**src/hw/rtl/lrs_pkg.sv**
```systemverilog
package lrs_pkg;

  // sample and rate widths
  localparam int SAMPLE_BITS = 16;
  localparam int RATE_BITS   = 18;
  localparam int SUM_BITS    = RATE_BITS + 1;
  localparam int PH_BITS     = 14;

  // rates in hertz
  localparam int unsigned TARGET_RATE = 16000;
  localparam int unsigned RATE_MIN    = 4000;
  localparam int unsigned RATE_MAX    = 192000;
  localparam int unsigned RATE_RESET  = 16000;

  // interpolation datapath widths
  localparam int DIFF_BITS    = SAMPLE_BITS + 1;
  localparam int PROD_BITS    = DIFF_BITS + PH_BITS;
  localparam int U_BITS       = SAMPLE_BITS + 15;
  localparam int TARGET_SHIFT = 7;
  localparam int TARGET_ODD   = TARGET_RATE >> TARGET_SHIFT;
  localparam int V_BITS       = U_BITS - TARGET_SHIFT;
  localparam int RECIP_SHIFT  = V_BITS + 7;
  localparam int RECIP_BITS   = RECIP_SHIFT - 6;
  localparam int MULT_BITS    = V_BITS + RECIP_BITS;
  localparam int Q_BITS       = MULT_BITS - RECIP_SHIFT;

  // reciprocal of the odd part of the target rate, rounded up
  localparam longint unsigned RECIP_WIDE =
    ((64'd1 << RECIP_SHIFT) + 64'(TARGET_ODD) - 64'd1) / 64'(TARGET_ODD);
  localparam logic [RECIP_BITS-1:0] RECIP = RECIP_BITS'(RECIP_WIDE);

  // offset making the product non-negative, plus half for rounding
  localparam longint unsigned BIAS_WIDE =
    ((64'd1 << SAMPLE_BITS) * 64'(TARGET_RATE)) + 64'(TARGET_RATE / 2);

  // queue depths
  localparam int CMD_DEPTH_DEFAULT    = 2;
  localparam int RESULT_DEPTH_DEFAULT = 4;

  typedef struct packed {
    logic signed [SAMPLE_BITS-1:0] pcm_sample;
    logic                          final_sample;
  } lrs_in_t;

  typedef struct packed {
    logic signed [SAMPLE_BITS-1:0] out_sample;
    logic                          run_last;
    logic                          signal_end;
  } lrs_out_t;

  typedef struct packed {
    logic signed [SAMPLE_BITS-1:0] pcm_sample;
    logic                          final_sample;
    logic [RATE_BITS-1:0]          rate;
  } lrs_cmd_t;

  typedef enum logic [1:0] {
    ST_IDLE,
    ST_INTERP,
    ST_TAIL
  } lrs_state_t;

endpackage

```
**src/hw/rtl/linear_resampler_to_16k_top.sv**
```systemverilog
// linear resampler to 16 khz
//
// input channel: push a beat on item (sample plus last-sample flag) while
// full is low. result channel: while empty is low the oldest result sits on
// result and leaves with pop. the user must write the input rate register
// through rate_we / rate_data only while the block is idle; the block itself
// does not enforce it. values outside 4000..192000 are clamped when an item
// is taken in. path: a beat accepted into an idle block passes the input
// queue, the sequencer, the multiply and the reciprocal multiply registers.
// flow: the sequencer takes an item from the input queue only when idle and
// then issues one result per cycle while the result queue has room; a step
// against the held sample that makes no output, and a last-sample tail
// entered without output, each take a sequencer step of their own.
// stalls: results wait in a RESULT_DEPTH-deep queue; the sequencer holds
// while every slot is spoken for, and CMD_DEPTH input beats queue up ahead
// of it, after which full goes high.
// reset: both queues empty, no previous sample, phase zero, rate 16000.
module linear_resampler_to_16k_top #(
  parameter int CMD_DEPTH    = lrs_pkg::CMD_DEPTH_DEFAULT,
  parameter int RESULT_DEPTH = lrs_pkg::RESULT_DEPTH_DEFAULT
) (
  input  logic                          clk,
  input  logic                          rst,
  input  logic                          rate_we,
  input  logic [lrs_pkg::RATE_BITS-1:0] rate_data,
  input  logic                          push,
  input  lrs_pkg::lrs_in_t              item,
  output logic                          full,
  input  logic                          pop,
  output lrs_pkg::lrs_out_t             result,
  output logic                          empty
);
  import lrs_pkg::*;

  lrs_cmd_t cmd;
  logic     cmd_empty;
  logic     cmd_pop;
  logic     res_push;
  lrs_out_t res_data;
  logic     res_taken;
  logic     res_full;

  // a result beat leaves the block
  assign res_taken = pop && !empty;

  // front: rate register, clamp, input queue
  lrs_front #(
    .CMD_DEPTH(CMD_DEPTH)
  ) u_front (
    .clk      (clk),
    .rst      (rst),
    .rate_we  (rate_we),
    .rate_data(rate_data),
    .push     (push),
    .item     (item),
    .full     (full),
    .cmd_pop  (cmd_pop),
    .cmd      (cmd),
    .cmd_empty(cmd_empty)
  );

  // back: phase sequencer and interpolation pipeline
  lrs_back #(
    .RESULT_DEPTH(RESULT_DEPTH)
  ) u_back (
    .clk      (clk),
    .rst      (rst),
    .cmd      (cmd),
    .cmd_empty(cmd_empty),
    .cmd_pop  (cmd_pop),
    .res_push (res_push),
    .res_data (res_data),
    .res_taken(res_taken)
  );

  // result queue; the back end reserves a slot before issuing, so it never
  // overflows
  lrs_queue #(
    .WIDTH($bits(lrs_out_t)),
    .DEPTH(RESULT_DEPTH)
  ) u_result_queue (
    .clk  (clk),
    .rst  (rst),
    .push (res_push),
    .wdata(res_data),
    .full (res_full),
    .pop  (pop),
    .rdata(result),
    .empty(empty)
  );

  a_result_room: assert property (@(posedge clk) disable iff (rst)
    res_push |-> !res_full)
    else $error("result beat pushed into a full result queue");

  a_result_known: assert property (@(posedge clk) disable iff (rst)
    !empty |-> !$isunknown(result))
    else $error("unknown result beat on offer");

  a_flags_known: assert property (@(posedge clk) disable iff (rst)
    !$isunknown({full, empty}))
    else $error("unknown queue flag");

endmodule

```
**src/hw/rtl/lrs_queue.sv**
```systemverilog
module lrs_queue #(
  parameter int WIDTH = 8,
  parameter int DEPTH = 2
) (
  input  logic             clk,
  input  logic             rst,
  input  logic             push,
  input  logic [WIDTH-1:0] wdata,
  output logic             full,
  input  logic             pop,
  output logic [WIDTH-1:0] rdata,
  output logic             empty
);
  localparam int PTR_BITS = (DEPTH > 1) ? $clog2(DEPTH) : 1;
  localparam int CNT_BITS = $clog2(DEPTH + 1);

  logic [WIDTH-1:0]    mem [DEPTH];
  logic [PTR_BITS-1:0] wr_ptr;
  logic [PTR_BITS-1:0] rd_ptr;
  logic [CNT_BITS-1:0] count;
  logic                do_push;
  logic                do_pop;

  assign full    = (count == CNT_BITS'(DEPTH));
  assign empty   = (count == '0);
  assign rdata   = mem[rd_ptr];
  assign do_push = push && !full;
  assign do_pop  = pop && !empty;

  always_ff @(posedge clk) begin
    if (rst) begin
      wr_ptr <= '0;
      rd_ptr <= '0;
      count  <= '0;
    end else begin
      if (do_push) begin
        wr_ptr <= (wr_ptr == PTR_BITS'(DEPTH - 1)) ? '0 : wr_ptr + 1'b1;
      end
      if (do_pop) begin
        rd_ptr <= (rd_ptr == PTR_BITS'(DEPTH - 1)) ? '0 : rd_ptr + 1'b1;
      end
      if (do_push && !do_pop) begin
        count <= count + 1'b1;
      end else if (do_pop && !do_push) begin
        count <= count - 1'b1;
      end
    end
  end

  always_ff @(posedge clk) begin
    if (do_push) begin
      mem[wr_ptr] <= wdata;
    end
  end

endmodule

```
**src/hw/rtl/lrs_front.sv**
```systemverilog
module lrs_front #(
  parameter int CMD_DEPTH = lrs_pkg::CMD_DEPTH_DEFAULT
) (
  input  logic                           clk,
  input  logic                           rst,
  input  logic                           rate_we,
  input  logic [lrs_pkg::RATE_BITS-1:0]  rate_data,
  input  logic                           push,
  input  lrs_pkg::lrs_in_t               item,
  output logic                           full,
  input  logic                           cmd_pop,
  output lrs_pkg::lrs_cmd_t              cmd,
  output logic                           cmd_empty
);
  import lrs_pkg::*;

  logic [RATE_BITS-1:0] rate;
  logic [RATE_BITS-1:0] rate_eff;
  lrs_cmd_t             cmd_in;

  always_ff @(posedge clk) begin
    if (rst) begin
      rate <= RATE_BITS'(RATE_RESET);
    end else if (rate_we) begin
      rate <= rate_data;
    end
  end

  // clamp to the supported range
  always_comb begin
    if (rate < RATE_BITS'(RATE_MIN)) begin
      rate_eff = RATE_BITS'(RATE_MIN);
    end else if (rate > RATE_BITS'(RATE_MAX)) begin
      rate_eff = RATE_BITS'(RATE_MAX);
    end else begin
      rate_eff = rate;
    end
  end

  always_comb begin
    cmd_in.pcm_sample   = item.pcm_sample;
    cmd_in.final_sample = item.final_sample;
    cmd_in.rate         = rate_eff;
  end

  lrs_queue #(
    .WIDTH($bits(lrs_cmd_t)),
    .DEPTH(CMD_DEPTH)
  ) u_cmd_queue (
    .clk  (clk),
    .rst  (rst),
    .push (push),
    .wdata(cmd_in),
    .full (full),
    .pop  (cmd_pop),
    .rdata(cmd),
    .empty(cmd_empty)
  );

endmodule

```
**src/hw/rtl/lrs_back.sv**
```systemverilog
module lrs_back #(
  parameter int RESULT_DEPTH = lrs_pkg::RESULT_DEPTH_DEFAULT
) (
  input  logic               clk,
  input  logic               rst,
  input  lrs_pkg::lrs_cmd_t  cmd,
  input  logic               cmd_empty,
  output logic               cmd_pop,
  output logic               res_push,
  output lrs_pkg::lrs_out_t  res_data,
  input  logic               res_taken
);
  import lrs_pkg::*;

  localparam int CNT_BITS     = $clog2(RESULT_DEPTH + 1);
  localparam int SB           = SAMPLE_BITS;
  localparam int OUT_SUM_BITS = SB + 3;
  localparam logic signed [OUT_SUM_BITS-1:0] Q_OFFSET = {3'b001, {SB{1'b0}}};

  lrs_state_t state, state_next;

  // signal state
  logic signed [SB-1:0]  prev, prev_next;
  logic                  have_prev, have_next;
  logic [RATE_BITS-1:0]  acc, acc_next;

  // item being stepped
  logic signed [SB-1:0]        cur, cur_next;
  logic                        fin, fin_next;
  logic [RATE_BITS-1:0]        rate, rate_next;
  logic [RATE_BITS-1:0]        ph, ph_next;
  logic signed [SB-1:0]        base, base_next;
  logic signed [DIFF_BITS-1:0] diff, diff_next;

  logic [CNT_BITS-1:0] outstanding;
  logic                room;
  logic                issue;
  logic                finish_signal;

  logic [SUM_BITS-1:0] ph1;
  logic [SUM_BITS-1:0] ph2;
  logic                ph_low;
  logic                interp_emit;
  logic                tail_emit;
  logic                more;
  logic                to_tail;

  logic signed [PROD_BITS-1:0] prod_issue;
  logic signed [U_BITS:0]      u_wide;
  logic [V_BITS-1:0]           v;
  logic [MULT_BITS-1:0]        mult;

  // pipeline
  logic                        s1_valid;
  logic signed [PROD_BITS-1:0] s1_prod;
  logic signed [SB-1:0]        s1_base;
  logic                        s1_run_last;
  logic                        s1_signal_end;
  logic                        s2_valid;
  logic [MULT_BITS-1:0]        s2_mult;
  logic signed [SB-1:0]        s2_base;
  logic                        s2_run_last;
  logic                        s2_signal_end;
  logic [Q_BITS-1:0]           q;
  logic signed [OUT_SUM_BITS-1:0] out_sum;

  assign room = (outstanding < CNT_BITS'(RESULT_DEPTH));

  // phase look-ahead
  assign ph1         = SUM_BITS'(ph) + SUM_BITS'(rate);
  assign ph2         = ph1 + SUM_BITS'(rate);
  assign ph_low      = (ph < RATE_BITS'(TARGET_RATE));
  assign interp_emit = ph_low && !(fin && (ph1 > SUM_BITS'(2 * TARGET_RATE)));
  assign tail_emit   = (ph1 <= SUM_BITS'(TARGET_RATE));
  assign to_tail     = fin && (ph1 >= SUM_BITS'(TARGET_RATE));

  always_comb begin
    if (state == ST_TAIL) begin
      more = (ph2 <= SUM_BITS'(TARGET_RATE));
    end else if (fin) begin
      more = (ph2 <= SUM_BITS'(2 * TARGET_RATE));
    end else begin
      more = (ph1 < SUM_BITS'(TARGET_RATE));
    end
  end

  // next state
  always_comb begin
    state_next = state;
    case (state)
      ST_IDLE: begin
        if (!cmd_empty) begin
          if (have_prev) begin
            state_next = ST_INTERP;
          end else if (cmd.final_sample) begin
            state_next = ST_TAIL;
          end
        end
      end
      ST_INTERP: begin
        if (room) begin
          if (interp_emit) begin
            if (!more) begin
              state_next = ST_IDLE;
            end else if (to_tail) begin
              state_next = ST_TAIL;
            end
          end else if (!ph_low && fin) begin
            state_next = ST_TAIL;
          end else begin
            state_next = ST_IDLE;
          end
        end
      end
      ST_TAIL: begin
        if (room && !(tail_emit && more)) begin
          state_next = ST_IDLE;
        end
      end
      default: state_next = ST_IDLE;
    endcase
  end

  // sequencer outputs and register updates
  always_comb begin
    cmd_pop       = 1'b0;
    issue         = 1'b0;
    finish_signal = 1'b0;
    prev_next     = prev;
    have_next     = have_prev;
    acc_next      = acc;
    cur_next      = cur;
    fin_next      = fin;
    rate_next     = rate;
    ph_next       = ph;
    base_next     = base;
    diff_next     = diff;
    case (state)
      ST_IDLE: begin
        if (!cmd_empty) begin
          cmd_pop   = 1'b1;
          cur_next  = cmd.pcm_sample;
          fin_next  = cmd.final_sample;
          rate_next = cmd.rate;
          ph_next   = acc;
          if (have_prev) begin
            base_next = prev;
            diff_next = DIFF_BITS'(cmd.pcm_sample) - DIFF_BITS'(prev);
          end else begin
            base_next = cmd.pcm_sample;
            diff_next = '0;
            if (!cmd.final_sample) begin
              prev_next = cmd.pcm_sample;
              have_next = 1'b1;
            end
          end
        end
      end
      ST_INTERP: begin
        if (room) begin
          if (interp_emit) begin
            issue = 1'b1;
            if (more) begin
              if (to_tail) begin
                ph_next   = RATE_BITS'(ph1 - SUM_BITS'(TARGET_RATE));
                base_next = cur;
                diff_next = '0;
              end else begin
                ph_next = ph1[RATE_BITS-1:0];
              end
            end else if (fin) begin
              finish_signal = 1'b1;
            end else begin
              prev_next = cur;
              have_next = 1'b1;
              acc_next  = RATE_BITS'(ph1 - SUM_BITS'(TARGET_RATE));
            end
          end else if (!ph_low) begin
            if (fin) begin
              ph_next   = ph - RATE_BITS'(TARGET_RATE);
              base_next = cur;
              diff_next = '0;
            end else begin
              prev_next = cur;
              have_next = 1'b1;
              acc_next  = ph - RATE_BITS'(TARGET_RATE);
            end
          end else begin
            // last sample stops the interpolation before any output
            finish_signal = 1'b1;
          end
        end
      end
      ST_TAIL: begin
        if (room) begin
          if (tail_emit) begin
            issue = 1'b1;
            if (more) begin
              ph_next = ph1[RATE_BITS-1:0];
            end else begin
              finish_signal = 1'b1;
            end
          end else begin
            finish_signal = 1'b1;
          end
        end
      end
      default: ;
    endcase
    if (finish_signal) begin
      prev_next = '0;
      have_next = 1'b0;
      acc_next  = '0;
    end
  end

  // interpolation datapath: d*ph, then divide by the target rate
  assign prod_issue = PROD_BITS'(diff) * PROD_BITS'($signed({1'b0, ph[PH_BITS-1:0]}));
  assign u_wide     = (U_BITS + 1)'(s1_prod) + $signed((U_BITS + 1)'(BIAS_WIDE));
  assign v          = u_wide[U_BITS-1:TARGET_SHIFT];
  assign mult       = {{RECIP_BITS{1'b0}}, v} * {{V_BITS{1'b0}}, RECIP};
  assign q          = s2_mult[MULT_BITS-1:RECIP_SHIFT];
  assign out_sum    = OUT_SUM_BITS'(s2_base) + $signed({1'b0, q}) - Q_OFFSET;

  assign res_push            = s2_valid;
  assign res_data.out_sample = out_sum[SB-1:0];
  assign res_data.run_last   = s2_run_last;
  assign res_data.signal_end = s2_signal_end;

  always_ff @(posedge clk) begin
    if (rst) begin
      state       <= ST_IDLE;
      prev        <= '0;
      have_prev   <= 1'b0;
      acc         <= '0;
      s1_valid    <= 1'b0;
      s2_valid    <= 1'b0;
      outstanding <= '0;
    end else begin
      state     <= state_next;
      prev      <= prev_next;
      have_prev <= have_next;
      acc       <= acc_next;
      s1_valid  <= issue;
      s2_valid  <= s1_valid;
      if (issue && !res_taken) begin
        outstanding <= outstanding + 1'b1;
      end else if (res_taken && !issue) begin
        outstanding <= outstanding - 1'b1;
      end
    end
  end

  always_ff @(posedge clk) begin
    cur           <= cur_next;
    fin           <= fin_next;
    rate          <= rate_next;
    ph            <= ph_next;
    base          <= base_next;
    diff          <= diff_next;
    s1_prod       <= prod_issue;
    s1_base       <= base;
    s1_run_last   <= !more;
    s1_signal_end <= !more && fin;
    s2_mult       <= mult;
    s2_base       <= s1_base;
    s2_run_last   <= s1_run_last;
    s2_signal_end <= s1_signal_end;
  end

  a_credit_bound: assert property (@(posedge clk) disable iff (rst)
    outstanding <= CNT_BITS'(RESULT_DEPTH))
    else $error("result credit count above queue depth");

  a_end_is_last: assert property (@(posedge clk) disable iff (rst)
    res_push && res_data.signal_end |-> res_data.run_last)
    else $error("signal end on a result that is not the last of its item");

  a_acc_clear: assert property (@(posedge clk) disable iff (rst)
    !have_prev |-> acc == '0)
    else $error("phase left over with no previous sample held");

  a_acc_range: assert property (@(posedge clk) disable iff (rst)
    have_prev |-> acc < RATE_BITS'(RATE_MAX))
    else $error("phase accumulator out of range");

  a_pop_moves: assert property (@(posedge clk) disable iff (rst)
    cmd_pop |=> (state != ST_IDLE) || have_prev)
    else $error("item taken but neither stepped nor held");

endmodule

```
**config.mk**
```make
export PLATFORM = sky130hd
export DESIGN_NAME = linear_resampler_to_16k_top
export DESIGN_NICKNAME = d
export VERILOG_FILES = /design/src/hw/rtl/lrs_pkg.sv /design/src/hw/rtl/linear_resampler_to_16k_top.sv /design/src/hw/rtl/lrs_queue.sv /design/src/hw/rtl/lrs_front.sv /design/src/hw/rtl/lrs_back.sv
export SDC_FILE = /design/constraint.sdc
export NUM_CORES = 2
export LEC_CHECK = 0
export BUFFER_PORTS_ARGS = -buffer_cell sky130_fd_sc_hd__buf_2
export CORE_UTILIZATION = 50
export CTS_CLUSTER_DIAMETER = 40
export DETAILED_ROUTE_END_ITERATION = 10
export GPL_ROUTABILITY_DRIVEN = 0
export PLACE_DENSITY = 0.62
export RECOVER_POWER = 50
export SETUP_SLACK_MARGIN = 0.4
export SYNTH_ARGS = -nofsm -noshare
export SYNTH_HDL_FRONTEND = slang
export SYNTH_SLANG_ARGS = --single-unit
```
**constraint.sdc**
```tcl
create_clock -name clk -period 17.7 [get_ports clk]
set_input_delay 3.54 -clock clk [delete_from_list [all_inputs] [get_ports clk]]
set_output_delay 3.54 -clock clk [all_outputs]
set_load 0.02 [all_outputs]
```
==> impl_metrics.ini <==
[cts]
clk_path_buf_depth = 3
postCtsSetupRepairBufs = 0
root_buffer = clkbuf_16
cts_tree = yes
post_cts_resized = 0
htree_num_levels = 2
cts_made_buffers = 58
clkLatencyLatePin_ns = 0.62
cts-hold-fix-buffers = 0
clkSinkCount = 379
clk_pin_slew_ns = 0.05

[timing]
finalSetupTns_ns = 0
relSlewSlack = -0.458
finalCriticalPeriod_ns = 9.55
fmaxAchievable_ghz = 0.105
slew_viol_final = 36
grt_setup_unrepaired = false
skew_ns = 0.0410
finalHoldViolations = 0
setup_viol = 0
fin_crit_sh = 0.539
layout_setup_ws_ns = 8.15
tightest_slew_ns = 2.19

[floorplanning]
core_mm2 = 0.0700
pin_count = 60
die_area_mm2 = 0.0717
die_w_um = 268
row_count = 97
start_util = 0.505
die_h_um = 268

[logic_synthesis]
synth-xor-area-share = 0.0374
synthMuxAreaShare = 0.0390
synth-compound-area-share = 0.0808
synth-edff-count = 228
ys_types = 90
ys_seq_area_frac = 0.279
synth_area_mm2 = 0.0353
yosys_most_used_dff = edfxtp_1
synth-simple-area-share = 0.112
synth_cells = 3411
yosysTopAreaCellShare = 0.227
synth_seq_cells = 379
synthTopCellsByArea = fa_1 (23%), edfxtp_1 (19%), ha_1 (14%)
ys_warn_count = 0
yosys.area.top_type = fa_1
syn_area_per_cell_um2 = 10.4
synth_top_family_by_area = adder cells
synth_fa_ha_area_frac = 0.369
synth_nets = 4251
synthArstFlopShare = 0

[detailed_routing]
vias = 24000
wl_per_cell_um = 18.3
ant_nets = 0
drt_pass1_iterations = 5
first_iter_violations = 1469
drc = 0
viasPerCell = 5.39
routed_wl_um = 81300

[global_route]
track_usage = 0.236
antenna_found_initial = 1
grt_pass1_wl_um = 134000
grt_pass1_vias = 25800
grt_max_degree = 41
overflow = 0

[min_path]
hold_path_end = u_back.s2_base[14]
min_from = u_back.s1_base[14]
min_path_cells = 0
min_path_type = reg2reg

[setup_path]
slowest_stage = xnor2_1
r2r_start = u_back.s1_prod[7]
startpoint_type = flop
max_stage_delay_ns = 0.94
cp.required_ns = 18.20
arrival_ns = 10.05
rr_worst_depth = 34
critical_path_peak_fanout = 11
reg2reg_slack_ns = 8.15
end_kind = flop
r2r-end = u_back.s2_mult[46]
criticalPathCategory = reg2reg

[flow_run]
drv_cap = 1

[placed_design]
port_buffers = 59
dpl_cell_area_mm2 = 0.0366
hpwl_um = 63700
pre_cts_ws_ns = 8.18

[layout]
final_util = 0.552
area_delta_synth_final_pct = 9.46
antenna_cells = 0
finalInstanceArea_mm2 = 0.0387
nets = 4302
drive_above_1_share = 0.0729

[status]
status = complete, but fails checks
violations = capacitance limit, slew limit
## worst max-delay path: cells and delay by family, from the launching register on
family | cells | cell delay, ns
flops | 1 | 0.31
simple gates | 7 | 1.25
buf+inv | 6 | 0.41
fa+ha+maj | 8 | 3.53
xor+xnor | 2 | 1.08
compound gates | 11 | 2.88
## worst max-delay path by stage
| stage | slack [ns] | end | cells past startpoint | from |
|---|---|---|---|---|
| after global routing | 7.56 | u_back.s2_mult[46] | 34 | u_back.s1_prod[7] |
| after global placement | 8.46 | u_back.s2_mult[46] | 32 | u_back.s1_prod[6] |
| after detailed placement | 8.18 | u_back.s2_mult[46] | 32 | u_back.s1_prod[6] |
| after CTS | 8.13 | u_back.s2_mult[46] | 34 | u_back.s1_prod[7] |
| after floorplan | 9.09 | u_back.s2_mult[46] | 34 | u_back.s1_prod[6] |
| final | 8.15 | u_back.s2_mult[46] | 34 | u_back.s1_prod[7] |
## cells in the final DEF, fill, tap and decap left out, drive strengths merged, types with 21 or more instances in the layout
cell type	count
a211oi	24
a21o	34
a21oi	69
a31oi	23
and2	149
and3	21
buf	70
clkbuf	87
dfxtp	151
edfxtp	228
fa	401
ha	399
inv	686
mux2	33
mux2i	60
nand2	225
nand2b	23
nand3	31
nor2	173
nor2b	30
nor3	50
o21ai	96
xnor2	102
xor2	49
## per-layer routing
metal	up-vias	GRT usage	wire length (µm)
li1	11300	-	-
met3	109	0.0231	2960
met1	12000	0.305	35200
met2	506	0.421	41100
met5	-	0	0
met4	0	0.0653	2080
## state kept, by name, summed over array words and instances (netlist names), 3 cells and up, named ones only
name	cells
u_back.acc	18
u_back.s1_prod	25
u_back.base	16
u_back.s2_mult	16
u_result_queue.count	3
u_back.cur	16
u_back.s1_base	16
u_back.ph	18
u_front.u_cmd_queue.mem	70
u_back.s2_base	16
u_back.diff	17
u_back.rate	18
u_back.prev	16
u_front.rate	18
u_result_queue.mem	72
u_back.outstanding	3
## cell families (layout without fill, tap and decap cells)
logic type	Yosys count	after routing
fa+ha+maj	800	800
simple gates	788	788
buf+inv	770	871
compound gates	412	412
flops	379	379
xor+xnor	151	151
mux	111	111
## cell usage after synthesis, types with 60 or more instances
cell and instances:
a21oi_1 68, ha_1 399, clkbuf_1 69, mux2i_1 60, edfxtp_1 228, inv_1 676
xnor2_1 102, nand2_1 225, o21ai_0 88, dfxtp_1 151, and2_1 148, fa_1 401
nor2_1 163
## metrics by stage
| stage | hold slack [ns] | instances |
|---|---|---|
| 6_report | 0.310 | 4452 |
| 5_1_grt | 0.322 | 4452 |
| 2_1_floorplan | 0.310 | 3411 |
| 4_1_cts | 0.307 | 4452 |
| 3_5_place_dp | 0.312 | 4342 |
| 3_3_place_gp | 0.313 | 4342 |
## area by class of cell
cell class | instances | area (µm²)
repair buffers | 84 | 455
fillers | 6123 | 31400
flip-flops and latches | 379 | 9870
inverters | 677 | 2540
clock inverters | 37 | 439
clock buffers | 73 | 1630
multi-input cells | 2262 | 22600
well taps | 940 | 1180
Power is left out: the tool's default activity adds up to more than one toggle a clock period on the data nets, which glitch-free logic cannot reach.
